`src/rtl/core/bmpc_pkg.sv`:
```
package bmpc_pkg;

   // header layout
   localparam int unsigned HEADER_BYTES = 54;
   localparam int unsigned HDR_IDX_W = 6;

   localparam logic [HDR_IDX_W-1:0] OFS_WIDTH_LO  = HDR_IDX_W'(18);
   localparam logic [HDR_IDX_W-1:0] OFS_WIDTH_HI  = HDR_IDX_W'(19);
   localparam logic [HDR_IDX_W-1:0] OFS_HEIGHT_LO = HDR_IDX_W'(22);
   localparam logic [HDR_IDX_W-1:0] OFS_HEIGHT_HI = HDR_IDX_W'(23);
   localparam logic [HDR_IDX_W-1:0] OFS_BPP       = HDR_IDX_W'(28);
   localparam logic [HDR_IDX_W-1:0] OFS_SIZE_B0   = HDR_IDX_W'(8'h22);
   localparam logic [HDR_IDX_W-1:0] OFS_SIZE_B1   = HDR_IDX_W'(8'h23);
   localparam logic [HDR_IDX_W-1:0] OFS_SIZE_B2   = HDR_IDX_W'(8'h24);
   localparam logic [HDR_IDX_W-1:0] OFS_SIZE_B3   = HDR_IDX_W'(8'h25);
   localparam logic [HDR_IDX_W-1:0] HDR_LAST      = HDR_IDX_W'(HEADER_BYTES - 1);

   localparam logic [7:0] BPP_24 = 8'd24;

   // result kinds
   localparam logic [1:0] KIND_WINDOW = 2'd0;
   localparam logic [1:0] KIND_PIXEL  = 2'd1;
   localparam logic [1:0] KIND_END    = 2'd2;

   // register map
   localparam logic REG_PANEL_WIDTH  = 1'b0;
   localparam logic REG_PANEL_HEIGHT = 1'b1;
   localparam logic [9:0] PANEL_WIDTH_RST  = 10'd320;
   localparam logic [9:0] PANEL_HEIGHT_RST = 10'd240;

   // result queue
   localparam int unsigned RQ_DEPTH = 4;
   localparam int unsigned RQ_PTR_W = 2;
   localparam int unsigned RQ_CNT_W = 3;

   typedef struct packed {
      logic [1:0]  kind;
      logic [9:0]  y_start;
      logic [9:0]  x_end;
      logic [9:0]  y_end;
      logic [15:0] pixel;
      logic        last;
   } result_type;

endpackage

```
`src/rtl/core/bmp24_stream_to_rgb565.sv`:
```
// a result reaches the rsp_ side from the registered result queue, behind any results already queued
// one byte per cycle while req_stall is low; a byte that causes two results (window plus end, or pixel
//    plus end) writes both at once into a four-entry result queue
// req_stall rises only when the queue has fewer than two free entries
// reset (synchronous, active high): parser idle until a byte with file_start, queue empty,
//    panel_width 320, panel_height 240
module bmp24_stream_to_rgb565 (
   input  logic        clock,
   input  logic        reset,
   // byte stream in
   input  logic        req_valid,
   output logic        req_stall,
   input  logic [7:0]  req_data_byte,
   input  logic        req_file_start,
   // result stream out
   output logic        rsp_valid,
   input  logic        rsp_stall,
   output logic [1:0]  rsp_kind,
   output logic [9:0]  rsp_x_start,
   output logic [9:0]  rsp_y_start,
   output logic [9:0]  rsp_x_end,
   output logic [9:0]  rsp_y_end,
   output logic [15:0] rsp_pixel_rgb565,
   output logic        rsp_last,
   // configuration port
   input  logic        csr_psel,
   input  logic        csr_penable,
   input  logic        csr_pwrite,
   input  logic [2:0]  csr_paddr,
   input  logic [31:0] csr_pwdata,
   output logic [31:0] csr_prdata,
   output logic        csr_pready
);
   import bmpc_pkg::*;

   // ---------------------------------------------------------------
   // configuration registers
   // ---------------------------------------------------------------
   logic [9:0] panel_width_ff;
   logic [9:0] panel_height_ff;
   logic       csr_write;

   assign csr_pready = 1'b1;
   assign csr_write  = csr_psel && csr_penable && csr_pwrite;

   always_ff @(posedge clock) begin
      if (reset) begin
         panel_width_ff  <= PANEL_WIDTH_RST;
         panel_height_ff <= PANEL_HEIGHT_RST;
      end else if (csr_write) begin
         // word aligned decode, bit 2 picks the register
         if (csr_paddr[2] == REG_PANEL_WIDTH) begin
            panel_width_ff <= csr_pwdata[9:0];
         end else begin
            panel_height_ff <= csr_pwdata[9:0];
         end
      end
   end

   always_comb begin
      if (csr_paddr[2] == REG_PANEL_HEIGHT) begin
         csr_prdata = {22'd0, panel_height_ff};
      end else begin
         csr_prdata = {22'd0, panel_width_ff};
      end
   end

   // ---------------------------------------------------------------
   // parser state
   // ---------------------------------------------------------------
   logic [HDR_IDX_W-1:0] hdr_idx_ff,   hdr_idx_in,   hdr_idx_cur;
   logic [31:0]          remain_ff,    remain_in,    remain_cur;
   logic [15:0]          width_ff,     width_in,     width_cur;
   logic [15:0]          height_ff,    height_in,    height_cur;
   logic [7:0]           bpp_ff,       bpp_in,       bpp_cur;
   logic [1:0]           row_pad_ff,   row_pad_in,   row_pad_cur;
   logic [1:0]           pad_skip_ff,  pad_skip_in,  pad_skip_cur;
   logic [15:0]          pix_cnt_ff,   pix_cnt_in,   pix_cnt_cur;
   logic [1:0]           byte_sel_ff,  byte_sel_in,  byte_sel_cur;
   logic [7:0]           blue_ff,      blue_in,      blue_cur;
   logic [7:0]           green_ff,     green_in,     green_cur;
   logic                 error_ff,     error_in,     error_cur;
   logic                 done_ff,      done_in,      done_cur;

   logic       req_accept;
   logic [1:0] res_count;     // results caused by this byte, 0 to 2
   result_type res0;
   result_type res1;
   logic [31:0] remain_dec;
   logic [15:0] pix_cnt_inc;
   logic [1:0]  pad_skip_dec;
   logic        bad_image;

   assign req_accept = req_valid && !req_stall;

   // file_start restarts everything and the same byte is header byte zero
   always_comb begin
      if (req_file_start) begin
         hdr_idx_cur  = '0;
         remain_cur   = '0;
         width_cur    = '0;
         height_cur   = '0;
         bpp_cur      = '0;
         row_pad_cur  = '0;
         pad_skip_cur = '0;
         pix_cnt_cur  = '0;
         byte_sel_cur = '0;
         blue_cur     = '0;
         green_cur    = '0;
         error_cur    = 1'b0;
         done_cur     = 1'b0;
      end else begin
         hdr_idx_cur  = hdr_idx_ff;
         remain_cur   = remain_ff;
         width_cur    = width_ff;
         height_cur   = height_ff;
         bpp_cur      = bpp_ff;
         row_pad_cur  = row_pad_ff;
         pad_skip_cur = pad_skip_ff;
         pix_cnt_cur  = pix_cnt_ff;
         byte_sel_cur = byte_sel_ff;
         blue_cur     = blue_ff;
         green_cur    = green_ff;
         error_cur    = error_ff;
         done_cur     = done_ff;
      end
   end

   always_comb begin
      hdr_idx_in  = hdr_idx_cur;
      remain_in   = remain_cur;
      width_in    = width_cur;
      height_in   = height_cur;
      bpp_in      = bpp_cur;
      row_pad_in  = row_pad_cur;
      pad_skip_in = pad_skip_cur;
      pix_cnt_in  = pix_cnt_cur;
      byte_sel_in = byte_sel_cur;
      blue_in     = blue_cur;
      green_in    = green_cur;
      error_in    = error_cur;
      done_in     = done_cur;
      res_count   = 2'd0;
      res0        = '0;
      res1        = '0;

      remain_dec   = (remain_cur != 32'd0) ? remain_cur - 32'd1 : 32'd0;
      pix_cnt_inc  = pix_cnt_cur + 16'd1;
      pad_skip_dec = pad_skip_cur - 2'd1;
      bad_image    = 1'b0;

      if (!(done_cur || error_cur)) begin
         if (hdr_idx_cur < HDR_IDX_W'(HEADER_BYTES)) begin
            // header: capture the little-endian fields
            case (hdr_idx_cur)
               OFS_WIDTH_LO:  width_in  = {width_cur[15:8], req_data_byte};
               OFS_WIDTH_HI:  width_in  = {req_data_byte, width_cur[7:0]};
               OFS_HEIGHT_LO: height_in = {height_cur[15:8], req_data_byte};
               OFS_HEIGHT_HI: height_in = {req_data_byte, height_cur[7:0]};
               OFS_BPP:       bpp_in    = req_data_byte;
               OFS_SIZE_B0:   remain_in = {remain_cur[31:8], req_data_byte};
               OFS_SIZE_B1:   remain_in = {remain_cur[31:16], req_data_byte, remain_cur[7:0]};
               OFS_SIZE_B2:   remain_in = {remain_cur[31:24], req_data_byte, remain_cur[15:0]};
               OFS_SIZE_B3:   remain_in = {req_data_byte, remain_cur[23:0]};
               default: ;
            endcase
            hdr_idx_in = hdr_idx_cur + HDR_IDX_W'(1);

            if (hdr_idx_cur == HDR_LAST) begin
               bad_image = (bpp_in != BPP_24) ||
                           (width_in > {6'd0, panel_width_ff}) ||
                           (height_in > {6'd0, panel_height_ff}) ||
                           (width_in == 16'd0) || (height_in == 16'd0);
               if (bad_image) begin
                  error_in = 1'b1;
               end else begin
                  row_pad_in   = width_in[1:0];
                  pix_cnt_in   = '0;
                  byte_sel_in  = '0;
                  pad_skip_in  = '0;
                  res0.kind    = KIND_WINDOW;
                  res0.y_start = panel_height_ff - height_in[9:0];
                  res0.x_end   = width_in[9:0] - 10'd1;
                  res0.y_end   = panel_height_ff - 10'd1;
                  res_count    = 2'd1;
                  // no room for even one pixel: end right behind the window
                  if (remain_in < 32'd3) begin
                     res1.kind = KIND_END;
                     res1.last = 1'b1;
                     done_in   = 1'b1;
                     res_count = 2'd2;
                  end else begin
                     res0.last = 1'b1;
                  end
               end
            end
         end else begin
            // pixel data: every byte counts down, padding included
            remain_in = remain_dec;
            if (pad_skip_cur != 2'd0) begin
               pad_skip_in = pad_skip_dec;
               if (pad_skip_dec == 2'd0 && remain_dec < 32'd3) begin
                  res0.kind = KIND_END;
                  res0.last = 1'b1;
                  done_in   = 1'b1;
                  res_count = 2'd1;
               end
            end else begin
               case (byte_sel_cur)
                  2'd0: begin
                     blue_in     = req_data_byte;
                     byte_sel_in = 2'd1;
                  end
                  2'd1: begin
                     green_in    = req_data_byte;
                     byte_sel_in = 2'd2;
                  end
                  default: begin
                     byte_sel_in = 2'd0;
                     res0.kind   = KIND_PIXEL;
                     res0.pixel  = {req_data_byte[7:3], green_cur[7:2], blue_cur[7:3]};
                     res_count   = 2'd1;
                     pix_cnt_in  = pix_cnt_inc;
                     if (pix_cnt_inc == width_cur) begin
                        pix_cnt_in  = '0;
                        pad_skip_in = row_pad_cur;
                     end
                     if (remain_dec < 32'd3) begin
                        res1.kind = KIND_END;
                        res1.last = 1'b1;
                        done_in   = 1'b1;
                        res_count = 2'd2;
                     end else begin
                        res0.last = 1'b1;
                     end
                  end
               endcase
            end
         end
      end
   end

   always_ff @(posedge clock) begin
      if (reset) begin
         hdr_idx_ff  <= '0;
         remain_ff   <= '0;
         width_ff    <= '0;
         height_ff   <= '0;
         bpp_ff      <= '0;
         row_pad_ff  <= '0;
         pad_skip_ff <= '0;
         pix_cnt_ff  <= '0;
         byte_sel_ff <= '0;
         blue_ff     <= '0;
         green_ff    <= '0;
         error_ff    <= 1'b0;
         done_ff     <= 1'b1;
      end else if (req_accept) begin
         hdr_idx_ff  <= hdr_idx_in;
         remain_ff   <= remain_in;
         width_ff    <= width_in;
         height_ff   <= height_in;
         bpp_ff      <= bpp_in;
         row_pad_ff  <= row_pad_in;
         pad_skip_ff <= pad_skip_in;
         pix_cnt_ff  <= pix_cnt_in;
         byte_sel_ff <= byte_sel_in;
         blue_ff     <= blue_in;
         green_ff    <= green_in;
         error_ff    <= error_in;
         done_ff     <= done_in;
      end
   end

   // ---------------------------------------------------------------
   // result queue, up to two writes and one read per cycle
   // ---------------------------------------------------------------
   result_type           rq_ff [RQ_DEPTH];
   logic [RQ_PTR_W-1:0]  wr_ptr_ff, wr_ptr_in;
   logic [RQ_PTR_W-1:0]  rd_ptr_ff, rd_ptr_in;
   logic [RQ_CNT_W-1:0]  count_ff,  count_in;
   logic [1:0]           push_count;
   logic                 rsp_pop;
   logic [RQ_PTR_W-1:0]  wr_ptr_next1;
   result_type           head;

   assign push_count   = req_accept ? res_count : 2'd0;
   assign rsp_pop      = rsp_valid && !rsp_stall;
   assign wr_ptr_next1 = wr_ptr_ff + RQ_PTR_W'(1);
   assign wr_ptr_in    = wr_ptr_ff + RQ_PTR_W'(push_count);
   assign rd_ptr_in    = rd_ptr_ff + RQ_PTR_W'(rsp_pop);
   assign count_in     = count_ff + RQ_CNT_W'(push_count) - RQ_CNT_W'(rsp_pop);

   // room for the worst case of two results per byte
   assign req_stall = count_ff > RQ_CNT_W'(RQ_DEPTH - 2);

   always_ff @(posedge clock) begin
      if (reset) begin
         wr_ptr_ff <= '0;
         rd_ptr_ff <= '0;
         count_ff  <= '0;
      end else begin
         wr_ptr_ff <= wr_ptr_in;
         rd_ptr_ff <= rd_ptr_in;
         count_ff  <= count_in;
      end
   end

   always_ff @(posedge clock) begin
      if (push_count != 2'd0) begin
         rq_ff[wr_ptr_ff] <= res0;
      end
      if (push_count == 2'd2) begin
         rq_ff[wr_ptr_next1] <= res1;
      end
   end

   assign head = rq_ff[rd_ptr_ff];

   assign rsp_valid        = count_ff != '0;
   assign rsp_kind         = head.kind;
   assign rsp_x_start      = 10'd0;
   assign rsp_y_start      = head.y_start;
   assign rsp_x_end        = head.x_end;
   assign rsp_y_end        = head.y_end;
   assign rsp_pixel_rgb565 = head.pixel;
   assign rsp_last         = head.last;

endmodule
```
`config.mk`:
```
export PLATFORM = sky130hd
export DESIGN_NAME = bmp24_stream_to_rgb565
export DESIGN_NICKNAME = d
export VERILOG_FILES = /design/src/rtl/core/bmpc_pkg.sv /design/src/rtl/core/bmp24_stream_to_rgb565.sv
export SDC_FILE = /design/constraint.sdc
export NUM_CORES = 1
export LEC_CHECK = 0
export BUFFER_PORTS_ARGS = -buffer_cell sky130_fd_sc_hd__buf_2
export CORE_AREA = 2 2 257 259
export DETAILED_ROUTE_END_ITERATION = 6
export DIE_AREA = 0 0 259 261
export GPL_ROUTABILITY_DRIVEN = 0
export MAX_ROUTING_LAYER = met4
export PLACE_DENSITY = 0.47
export SYNTH_ARGS = -nofsm -noshare
export SYNTH_HDL_FRONTEND = slang
export SYNTH_SLANG_ARGS = --single-unit
export TNS_END_PERCENT = 30
```
`constraint.sdc`:
```
create_clock -name clock -period 9.45 [get_ports clock]
set_clock_uncertainty 0.2 [all_clocks]
set_input_delay 0.945 -clock clock [delete_from_list [all_inputs] [get_ports clock]]
set_output_delay 0.945 -clock clock [all_outputs]
set_load 0.1 [all_outputs]
```
; ---- Word-level counts from Yosys, hierarchy flattened
; Memory sizes are Yosys's and may differ from the RTL's. A register that Yosys moved wholly into a read port is not among the register bits.
; Index checks and enable logic that the tools add are counted.
; W data, S select, Z words.
[totals]
output_inout_bits = 94
wordCells = 206
register_bits = 145
mem_count = 1
ramBits = 196
inputBits = 51
[op_classes]
n_bitwise = 1
mux = 131
n_reduce_logical = 23
magnitude_cmp = 6
n_eq_ne = 14
addsub = 12
[memory_table]
columns = name, words, word_bits, read_ports, rd_ports_with_merged_regs, wr, line_no
row1 = rq_ff, 4, 49, 1, 1, 2, bmp24_stream_to_rgb565.sv:278  ; result_type rq_ff [RQ_DEPTH];
[ops]
columns = op, n
row1 = $mux W16, 20
row2 = $mux W32, 6
row3 = $mux W8, 16
row4 = $pmux W32 S4, 1
row5 = $mux W30, 3
row6 = $mux W2, 40
row7 = $lt A32 B2 Y1 const B, 2
row8 = $pmux W16 S2, 2
row9 = $mux W49, 1
row10 = $mux W1, 36
row11 = $gt A16 B10 Y1, 2
row12 = $logic_not A16 Y1, 2
row13 = $reduce_bool A32 Y1, 1
row14 = $sub A32 B1 Y32 const B, 1
row15 = $eq A6 B5 Y1 const B, 5
row16 = $eq A6 B6 Y1 const B, 5
row17 = $sub A10 B1 Y10 const B, 2
row18 = $mux W6, 3
row19 = $mux W17, 1
row20 = $add A16 B1 Y16 const B, 1
row21 = $eq A16 B16 Y1, 1
row22 = $mux W10, 1
row23 = $sub A10 B10 Y10, 1
row24 = $ne A8 B5 Y1 const B, 1
row25 = 21 further kinds, 33

; ---- Longest topological paths before layout
; Gate-level depths: netlist of run 1.
[depth]
depth_word = 18
mapped_depth = 32
mapped_depth_nobuf = 25

; ---- Worst setup path before layout of run 1
; No wires, ideal clock.
[synth_path]
kind = input to register
from = input req_file_start
to = register count_ff[2]
slack_ps = 2206
cell_stages = 30
path_buffers = 7
t_arrival_ps = 6916
setup_time_ps = 128
cell_sequence = inv_1 -> clkbuf_1 -> buf_1 -> clkbuf_1 -> clkbuf_1 -> clkbuf_1 -> nand2_1 -> inv_1 -> ha_1 -> clkbuf_1 -> inv_1 -> a31oi_1 -> a22o_1 -> ha_1 -> a211oi_1 -> o21ai_0 -> nor2b_1 -> a211oi_1 -> a21oi_1 -> and4_1 -> clkbuf_1 -> and2_1 -> nor2_1 -> a21o_1 -> ha_1 -> inv_1 -> ha_1 -> fa_1 -> xnor2_1 -> nor2_1
[synth_between]
elab_chain_len = 17
elab_cells_between_ends = 66
cone_classes = add/sub: 4 / order compare: 5 / eq/ne: 12 / mux: 32 / reduce/logical: 13
[synth_lines]
columns = element, line_no
row1 = from (decl), bmp24_stream_to_rgb565.sv:14  ; input logic req_file_start,
row2 = "parallel branches: the longest is 13 deep, another holds $sub A32 B1 Y32", -
row3 = $mux W2 *, bmp24_stream_to_rgb565.sv:152  ; if (!(done_cur || error_cur)) begin
row4 = $mux W2 *, bmp24_stream_to_rgb565.sv:287  ; assign push_count = req_accept ? res_count : 2'd0;
row5 = $add A3 B2 Y3 *, bmp24_stream_to_rgb565.sv:292  ; assign count_in = count_ff + RQ_CNT_W'(push_count) - RQ_CNT_W'(rsp_pop);
row6 = $sub A3 B1 Y3 *, bmp24_stream_to_rgb565.sv:292
row7 = to (signal assigned), bmp24_stream_to_rgb565.sv:305  ; count_ff <= count_in;
row8 = to (decl), bmp24_stream_to_rgb565.sv:281  ; logic [RQ_CNT_W-1:0] count_ff, count_in;
; Every way passes the cells marked *. The select of a mux whose other input is x is not followed.
; A chain may end at the register's enable or synchronous reset.

==> results of run 1 <==
-- metrics by stage --
stage | instances | total power, mW | hold slack [ns] | util, % | setup slack [ns]
global placement | 3154 | 2.38 | 0.237 | 30.8 | 2.09
finish | 3230 | 4.03 | 0.248 | 33.0 | 2.60
detailed placement | 3154 | 2.39 | 0.245 | 30.8 | 2.03
CTS | 3230 | 4.06 | 0.251 | 33.0 | 2.62
global route | 3230 | 4.19 | 0.269 | 33.0 | 2.18
floorplan | 2404 | 2.16 | 0.226 | - | 2.21
-- power groups by stage --
stage               registers, mW  clock network [mW]  logic (mW)
finish                       1.51                1.66       0.859
global route                 1.51                1.76       0.922
CTS                          1.51                1.70       0.852
detailed placement           1.54                   0       0.849
global placement             1.54                   0       0.846
floorplan                    1.50                   0       0.662
-- layout make-up --
| cell class | instances | area, um2 | area share (%) |
|---|---|---|---|
| Clock buffer | 57 | 1190 | 5.54 |
| Clock inverter | 19 | 228 | 1.06 |
| Inverter | 56 | 210 | 0.979 |
| Multi-Input combinational cell | 1779 | 11300 | 52.5 |
| Sequential cell | 336 | 6810 | 31.7 |
| Tap cell | 864 | 1080 | 5.03 |
| Timing Repair Buffer | 119 | 678 | 3.16 |
-- state kept, by name, indices dropped and copies added, names as in the netlist, 3 cells and up --
register and cells:
rq_ff 196, width_ff 16, green_ff 6, bpp_ff 8, remain_ff 32, panel_width_ff 10, count_ff 3, blue_ff 5
height_ff 16, hdr_idx_ff 6, panel_height_ff 10, pix_cnt_ff 16
-- per-layer routing --
metal	wire [um]	global-route usage [%]	share of wire, %	vias up
met5	0	-	0	-
met4	2310	7.31	3.4	0
met1	30100	26.3	44	8784
li1	-	-	-	8469
met3	4520	3.41	6.6	151
met2	31900	32.6	46	638
-- how the worst min path moves through the flow --
stage / startpoint / endpoint
floorplan: rq_ff[3][1] / rq_ff[3][1]
global placement: rq_ff[0][47] / rq_ff[0][47]
detailed placement: rq_ff[0][15] / rq_ff[0][15]
CTS: rq_ff[0][17] / rq_ff[0][17]
global route: rq_ff[0][3] / rq_ff[0][3]
finish: rq_ff[0][17] / rq_ff[0][17]
-- layout by cell type (no fill, tap or decap), types with 28 or more instances in the layout --
cell / n
buf_4: 33
dfxtp_1: 326
clkbuf_16: 43
nor2_1: 239
o21ai_0: 153
nand3_1: 155
nor3_1: 105
ha_1: 43
xnor2_1: 46
nor4_1: 28
buf_2: 86
inv_1: 56
mux4_2: 49
mux2i_1: 35
a21oi_1: 180
a22oi_1: 52
nand2_1: 215
and2_1: 29
conb_1: 33
-- kinds of logic (layout without fill, tap and decap cells) --
logic type               count (synthesis)  after routing  share of synthesized area (%)
other                                    2             33                         0.0390
AO/OA/AOI/OAI                          612            612                           20.4
multiplexers                            85             85                           7.60
buffers and inverters                  289            251                           7.05
flip-flops                             336            336                           35.3
adder cells (fa/ha/maj)                 45             45                           3.00
XOR/XNOR                                63             63                           2.86
AND/OR/NAND/NOR                        941            941                           23.7
-- worst max-delay path, stage by stage --
cell and delay (ns):
buf_2 0.15, inv_1 0.08, nand2_1 0.11, inv_1 0.13, ha_1 0.49, inv_1 0.27
a31oi_1 0.67, a22o_1 0.35, ha_1 0.28, a211oi_1 0.23, o21ai_0 0.15, nor2_1 0.12
a211oi_1 0.09, a21oi_1 0.40, and4_1 0.79, a22o_4 0.29, and2_1 0.75, buf_4 0.41
a21o_1 0.17
==> metrics, run 1 <==
post-route clock period utilization 72.4%; Synth area leader dfxtp_1; Flop pwr share 37.5%; flops & latches, synth 336; num ports 145; setup_tns 0 ns; # nets final 2430; DRC violations left 0; # H-tree levels 2; DIE HEIGHT 261 um; RSZ-0062 raised after global routing false; Post-DRT Antenna Nets 0; grt ovf 0; sw power 1.33 mW; number of buffers created by CTS 42; Synth area leaders dfxtp_1, mux4_2, nor2_1; Yosys warning count 0; clk slew on worst S/H paths 0.06 ns; f_max 0.146 GHz; area delta synth->final 11.4%; reg2reg end rq_ff[1][0]; clk_lat worst skew 0.58 ns; switch share 33.1%; first-pass GRT wire length 105000 um; peak supply drop 0.114 mV; CP Launch Point req_file_start; FF-to-FF setup slack 2.69 ns; DR vias 18000; CTS Hold Bufs 0; CP Max Fanout 18; row cnt 94; vias per cell 5.59; Sink Count 336; Syn Area/Cell 8.12 um2; mapped cell area 0.0193 mm2; ys async rst share 0%; vias in the first global route 17500; Total Routing Usage GR 20.5%; initial antenna violation count 0; Req. time, crit path 9.52 ns; die area 0.0676 mm2; Leak 7.60 nW; Inserted Diodes 0; TritonCTS clock tree done; Crit Path Category primary input to flop; actual slew at the worst max-slew pin 1.08 ns; Int Power 2.69 mW; Cells after Synth 2373; crit path capture type flop; post-CTS sizing 0; dominant synthesized flop cell dfxtp_1; number of setup buffers added after CTS 0; Hold Path Depth 2; Worst Setup EP rq_ff[1][0]; Synth cell types 92; Post-DP Area 0.0201 mm2; drt pass-1 iters 5; DR iter-0 viols 1492; Hold Violations, Final 0; most numerous cell in the Yosys netlist dfxtp_1; Pins Over Slew Limit 0; kind of start point of the critical path primary input; CP arrival 6.92 ns; layout cells sized above 1 12.5%; clock root cell clkbuf_16; Max Cap Violations 0; slew margin rel. 28.2%; r2r startpoint hdr_idx_ff[1]; worst r2r path cells 16; power share of the combinational group 21.3%; Total Wirelength 68900 um; post-route minimum period 6.85 ns; status completed; hold crit path type flop to flop; Die Width 259 um; Routed WL per cell 21.3 um; CORE AREA 0.0650 mm2; Post-synth EDFFs 8; post-synthesis sequential area ratio 35.3%; Initial Util 29.6%; cell area after layout 0.0215 mm2; dpl hpwl 44600 um; FILL cells 6822; top-area cell type share of the netlist area 34.1%; largest net degree at the start of global routing 79; clock power share 41.2%; PortBufs 87; Setup Viol. Count Final 0; Pwr Density 188 mW/mm2; Post-synth top cells dfxtp_1, nor2_1, nand2_1; worst-case clock buffer depth 3
(Power assumes the default switching activity.)
==> run 2, diff against run 1 <==
ABC_AREA = 1   (was unset)
CORE_AREA = 2 2 272 274   (was 2 2 257 259)
DIE_AREA = 0 0 274 276   (was 0 0 259 261)
clock period = 6.4 ns   (was 9.45 ns; I/O delays follow)
==> run 2 against run 1 <==
Register-to-register slack worse by 1.8 ns. Clock power up 49%. Largest power group is now combinational cells. Wire length grew 18%. Worst hold slack worse by 0.16 ns. Non-clock buffer count rose by 24. Count of clock-buffer cells in the layout rose by 5. Largest cell class unchanged. Via count is 25% higher.
==> metrics, run 2 <==
Non-Filler Instances 4472 (was 3230); grt ovf 0 (unchanged); CTS Hold Bufs 0 (unchanged); setup_tns 0 ns (unchanged); post-CTS sizing 0 (unchanged); Synth area leaders dfxtp_1, nand2_1, nor2_1 (was dfxtp_1, mux4_2, nor2_1); vias in the first global route 20700 (was 17500); kind of start point of the critical path flop (was primary input); Total Routing Usage GR 21.6% (was 20.5%); DR iter-0 viols 1585 (was 1492); Synth cell types 51 (was 92); peak supply drop 0.291 mV (was 0.114 mV); Cells after Synth 3502 (was 2373); FF-to-FF setup slack 0.87 ns (was 2.69 ns); first-pass GRT wire length 125000 um (was 105000 um); Max Cap Violations 0 (unchanged); Yosys warning count 0 (unchanged); Sink Count 336 (unchanged); Req. time, crit path 6.49 ns (was 9.52 ns); Initial Util 29.8% (was 29.6%); Crit Path Category flop to flop (was primary input to flop); dpl hpwl 54200 um (was 44600 um); hold crit path type primary input to flop (was flop to flop); actual slew at the worst max-slew pin 1.10 ns (was 1.08 ns); ys async rst share 0% (unchanged); Leak 11.8 nW (was 7.60 nW); worst-case clock buffer depth 3 (unchanged); Post-synth top cells nand2_1, nor2_1, a21oi_1 (was dfxtp_1, nor2_1, nand2_1); DIE HEIGHT 276 um (was 261 um); CP arrival 5.62 ns (was 6.92 ns); Pwr Density 343 mW/mm2 (was 188 mW/mm2); number of setup buffers added after CTS 0 (unchanged); Total Wirelength 81600 um (was 68900 um); Int Power 4.31 mW (was 2.69 mW); worst r2r path cells 26 (was 16); TritonCTS clock tree done (unchanged); leading cell type in the layout, fill and taps excluded nand2_1 (was dfxtp_1); initial antenna violation count 0 (unchanged); layout cells sized above 1 7.89% (was 12.5%); biggest regs rq_ff: 196 flops, remain_ff: 32 flops (unchanged); slew margin rel. 26.6% (was 28.2%); die area 0.0756 mm2 (was 0.0676 mm2); Post-synth EDFFs 8 (unchanged); f_max 0.181 GHz; Routed WL per cell 18.2 um (was 21.3 um); Synth area leader dfxtp_1 (unchanged); Pins Over Slew Limit 0 (unchanged); FILL cells 8252 (was 6822); reg2reg end rq_ff[0][48] (was rq_ff[1][0]); power share of the combinational group 42.1% (was 21.3%); drt pass-1 iters 5 (unchanged); PortBufs 87 (unchanged); sw power 3.95 mW (was 1.33 mW); setup slack after layout 0.871 ns (was 2.60 ns); DRC violations left 0 (unchanged); crit path capture type flop (unchanged); post-synthesis sequential area ratio 31.5% (was 35.3%); Flop pwr share 27.9% (was 37.5%); clk_lat worst skew 0.60 ns (was 0.58 ns); clk slew on worst S/H paths 0.06 ns (about the same); Hold Violations, Final 0 (unchanged); largest net degree at the start of global routing 86 (was 79); Post-DRT Antenna Nets 0 (unchanged); RSZ-0062 raised after global routing false (unchanged); most numerous cell in the Yosys netlist nand2_1 (was dfxtp_1); DR vias 22500 (was 18000); num ports 145 (unchanged); CP Max Fanout 43 (was 18); top-area cell type share of the netlist area 30.3% (was 34.1%); mapped cell area 0.0216 mm2 (was 0.0193 mm2); post-route clock period utilization 86.4%; post-route minimum period 5.53 ns; vias per cell 5.03 (was 5.59); clock power share 30.0% (was 41.2%); Placed Cells 4391 (was 3154); # H-tree levels 2 (unchanged); switch share 47.8% (was 33.1%); status completed (unchanged); dominant synthesized flop cell dfxtp_1 (unchanged); most frequent cells in the layout nand2_1, nor2_1, a21oi_1 (was dfxtp_1, nor2_1, nand2_1); Worst Setup EP rq_ff[0][48] (was rq_ff[1][0]); clock root cell clkbuf_16 (unchanged); Setup Viol. Count Final 0 (unchanged); Die Width 274 um (was 259 um); Syn Area/Cell 6.18 um2 (was 8.12 um2); CORE AREA 0.0726 mm2 (was 0.0650 mm2); row cnt 99 (was 94); area delta synth->final 11.3% (was 11.4%); number of buffers created by CTS 45 (was 42); CP Launch Point hdr_idx_ff[0] (was req_file_start); r2r startpoint hdr_idx_ff[0] (was hdr_idx_ff[1]); flops & latches, synth 336 (unchanged); # nets final 3575 (was 2430); Post-Place Worst Slack 0.294 ns (was 2.03 ns); Largest register FFs 196 (unchanged); Reg with most FFs rq_ff (unchanged); power after layout 8.26 mW (was 4.03 mW)
## run 2: cell types whose count changed in the layout (fill, tap and decap cells not counted), sizes merged, moves of 99 or more
cell   previous run  this run
nor2            242       610
nand3           157       267
inv              56       312
a21oi           196       346
nand2           215       799
o21ai           162       261
## run 2: power by group through the flow
stage	clock, mW	combinational (mW)	sequential, mW
after floorplan	0	2.78	2.29
after global placement	0	3.49	2.35
after detailed placement	0	3.48	2.35
after CTS	2.54	3.49	2.30
after global routing	2.62	3.74	2.32
final	2.48	3.48	2.31
## run 2: cell type report
type                            instances  area, um2  area share, %
Multi-Input combinational cell       2638      12500           52.1
Sequential cell                       336       6810           28.3
Clock inverter                         18        186          0.774
Timing Repair Buffer                  143        906           3.76
Tap cell                              959       1200           4.98
Clock buffer                           62       1240           5.15
Inverter                              315       1180           4.92
Antenna cell                            1       2.50         0.0104
## run 2: cells by family after synthesis
kind of cell / after synthesis / synth area share (%)
xor gates and xnor gates: 41 / 1.66
buffers and inverters: 559 / 11.3
other: 2 / 0.0347
AOI/OAI and AO/OA: 784 / 20.0
DFF: 336 / 31.5
and+or+nand+nor: 1735 / 32.9
adders and majority gates: 45 / 2.67
## run 2: stage by stage
step,util [%],cell area (um2),hold WS [ns]
after global routing,33.2,24100,0.0919
after floorplan,-,21800,0.243
after detailed placement,31.2,22600,0.256
after global placement,31.2,22600,0.253
after CTS,33.2,24100,0.0495
final,33.2,24100,0.0892
## run 2: worst min path at each step
stage | startpoint | end | slack [ns] | cells after the start
after floorplan | hdr_idx_ff[0] | hdr_idx_ff[0] | 0.24 | 2
after global placement | height_ff[15] | height_ff[15] | 0.25 | 2
after detailed placement | width_ff[4] | width_ff[4] | 0.26 | 2
after CTS | csr_pwdata[8] | panel_width_ff[8] | 0.05 | 3
after global routing | csr_pwdata[4] | panel_height_ff[4] | 0.09 | 3
final | csr_pwdata[8] | panel_width_ff[8] | 0.09 | 3
## run 2: worst max-delay path, stage by stage (launching register included)
cell and delay [ns]:
dfxtp_1 0.31, inv_1 0.08, nor2_1 0.07, inv_1 0.10
ha_1 0.22, inv_1 0.11, nor2_1 0.28, nand3_1 0.14
a22oi_1 0.36, inv_1 0.16, ha_1 0.39, inv_1 0.09
nor3_1 0.34, nand2_1 0.11, nand2_1 0.15, nand2_1 0.06
inv_1 0.05, nand2_1 0.05, nor2_1 0.13, nand3_1 0.24
nor2_1 0.22, nand3_1 0.11, nand3_2 0.09, nand2_2 0.16
nand2_8 0.32, nand2_1 0.46, nand2_1 0.24
## run 2: layer usage
layer	share of wire, %	global-route usage (%)	vias to the layer above
li1	-	-	11400
met1	48	29.4	10500
met2	45	33.9	530
met3	4.9	2.53	102
met4	2.2	5.03	0
met5	0	-	-
==> run 3, diff against run 2 <==
ABC_AREA = 0   (was 1)
CORE_AREA = 2 2 257 259   (was 2 2 272 274)
DIE_AREA = 0 0 259 261   (was 0 0 274 276)
==> run 3 against run 2 <==
Register-to-register slack worse by 0.08 ns. Sequential power is 2% lower. Critical path depth shrank 9. Largest cell class unchanged.
==> metrics, run 3 (same netlist as run 1, synthesis figures left out) <==
Req. time, crit path 6.69 ns (was 6.49 ns); met1 usage 27.0% (was 29.4%); post-route clock period utilization 87.7% (was 86.4%); worst-case clock buffer depth 3 (unchanged); Total Wirelength 69000 um (was 81600 um); CP top delay family compound AO/OA/AOI/OAI gates (was simple AND/OR/NAND/NOR gates); setup_tns 0 ns (unchanged); Hold Violations, Final 0 (unchanged); Post-DRT Antenna Nets 0 (unchanged); number of buffers created by CTS 43 (was 45); slew margin rel. 17.4% (was 26.6%); Initial Util 29.6% (was 29.8%); Largest register FFs 196 (unchanged); area delta synth->final 12.7% (was 11.3%); layout cells sized above 1 13.5% (was 7.89%); Leak 7.76 nW (was 11.8 nW); fin util 33.4% (was 33.2%); PortBufs 87 (unchanged); power after layout 5.92 mW (was 8.26 mW); CP Max Fanout 52 (was 43); Pwr Density 273 mW/mm2 (was 343 mW/mm2); met2 Resource Use GR 32.7% (was 33.9%); drt pass-1 iters 6 (was 5); crit path cell chain nor2b_1, ha_1, buf_4, nand2b_1, o21ai_0, a21oi_1, ha_1, a211oi_1, o21ai_0, nor2_1, nand2_1, a21oi_1, nand4_1, or2_2, a21oi_1, o21ai_0, a22oi_1; Total Routing Usage GR 20.5% (was 21.6%); CTS Hold Bufs 0 (unchanged); actual slew at the worst max-slew pin 1.24 ns (was 1.10 ns); Max Cap Violations 0 (unchanged); # nets final 2465 (was 3575); Routed WL per cell 21.1 um (was 18.2 um); clk slew on worst S/H paths 0.06 ns (about the same); initial antenna violation count 0 (unchanged); status completed (unchanged); Global Route met3 Usage 2.57% (was 2.53%); Pins Over Slew Limit 0 (unchanged); crit path capture type flop (unchanged); DIE HEIGHT 261 um (was 276 um); f_max 0.178 GHz (was 0.181 GHz); # H-tree levels 2 (unchanged); Reg with most FFs rq_ff (unchanged); DR vias 18200 (was 22500); footprint of the multi-input gates 0.0113 mm2 (was 0.0125 mm2); number of setup buffers added after CTS 0 (unchanged); first-pass GRT wire length 106000 um (was 125000 um); clock root cell clkbuf_16 (unchanged); DRC violations left 0 (unchanged); Sink Count 336 (unchanged); CORE AREA 0.0650 mm2 (was 0.0726 mm2); Largest stage delay, worst path 0.75 ns (was 0.46 ns); num ports 145 (unchanged); Inserted Diodes 0 (was 1); vias in the first global route 17200 (was 20700); RSZ-0062 raised after global routing false (unchanged); Crit Path Category flop to flop (unchanged); hold crit path type primary input to flop (unchanged); peak supply drop 0.171 mV (was 0.291 mV); largest net degree at the start of global routing 75 (was 86); dpl hpwl 46300 um (was 54200 um); grt ovf 0 (unchanged); Setup Viol. Count Final 0 (unchanged); GRT busiest layer met2 (unchanged); FILL cells 6801 (was 8252); Die Width 259 um (was 274 um); FF+latch area 0.00681 mm2 (about the same); TritonCTS clock tree done (unchanged); row cnt 94 (was 99); die area 0.0676 mm2 (was 0.0756 mm2); kind of start point of the critical path flop (unchanged); slowest cell on the critical path or2_2 (was nand2_1); crit path buf inv count 1 (was 6); most frequent cells in the layout dfxtp_1, nor2_1, nand2_1 (was nand2_1, nor2_1, a21oi_1); CP arrival 5.90 ns (was 5.62 ns); post-CTS sizing 0 (unchanged); leading cell type in the layout, fill and taps excluded dfxtp_1 (was nand2_1); post-route minimum period 5.61 ns (was 5.53 ns); DR iter-0 viols 1684 (was 1585); biggest regs rq_ff: 196 flops, remain_ff: 32 flops (unchanged); clk_lat worst skew 0.60 ns (about the same); vias per cell 5.59 (was 5.03)
[run 3: changes by cell type in the layout (fill, tap and decap cells not counted), sizes merged, moves of 89 or more]
| cell | before | now |
|---|---|---|
| o21ai | 261 | 162 |
| inv | 312 | 59 |
| nand3 | 267 | 157 |
| nor3 | 20 | 109 |
| nor2 | 610 | 242 |
| nand2 | 799 | 215 |
| a21oi | 346 | 196 |
[run 3: worst paths after layout]
check	startpoint	to	slack, ns	depth (start not counted)
setup / recovery	hdr_idx_ff[1]	rq_ff[0][46]	0.79	17
hold / removal	csr_pwdata[5]	panel_height_ff[5]	0.12	3
setup reg to reg	hdr_idx_ff[1]	rq_ff[0][46]	0.79	17
hold reg to reg	rq_ff[0][7]	rq_ff[0][7]	0.25	2
[run 3: worst reg2reg max path: stages, from the launching register on]
cell and delay, ns:
dfxtp_1 0.39, nor2b_1 0.30, ha_1 0.53, buf_4 0.23
nand2b_1 0.16, o21ai_0 0.10, a21oi_1 0.29, ha_1 0.32
a211oi_1 0.24, o21ai_0 0.17, nor2_1 0.11, nand2_1 0.07
a21oi_1 0.37, nand4_1 0.35, or2_2 0.75, a21oi_1 0.58
o21ai_0 0.14, a22oi_1 0.18
[run 3: metrics by stage]
stage                     worst slack [ns]  instances  hold slack, ns  cell area [um2]
after floorplan                     0.0298       2404           0.226            19400
after global placement               0.474       3188           0.236            20300
after detailed placement             0.424       3188           0.245            20300
after CTS                            0.759       3263          0.0950            21700
after global routing                 0.348       3263           0.116            21700
final                                0.787       3263           0.124            21700
[run 3: area by class of cell]
cell class              instances  area share (%)
clock buffers                  64            5.74
flip-flops and latches        336            31.4
clock inverters                11           0.651
repair buffers                153            4.31
well taps                     864            4.98
inverters                      56           0.968
multi-input cells            1779            52.0
[run 3: report_power, final]
group	internal (mW)	switching, mW
sequential	2.15	0.116
combinational	0.372	0.879
clock	1.43	0.979
[run 3: routing by layer]
layer | routed length, um | up-vias | part of all wire, %
li1 | - | 8556 | -
met5 | 0 | - | 0
met3 | 3760 | 110 | 5.5
met1 | 31200 | 8976 | 45
met2 | 32400 | 592 | 47
met4 | 1670 | 0 | 2.4
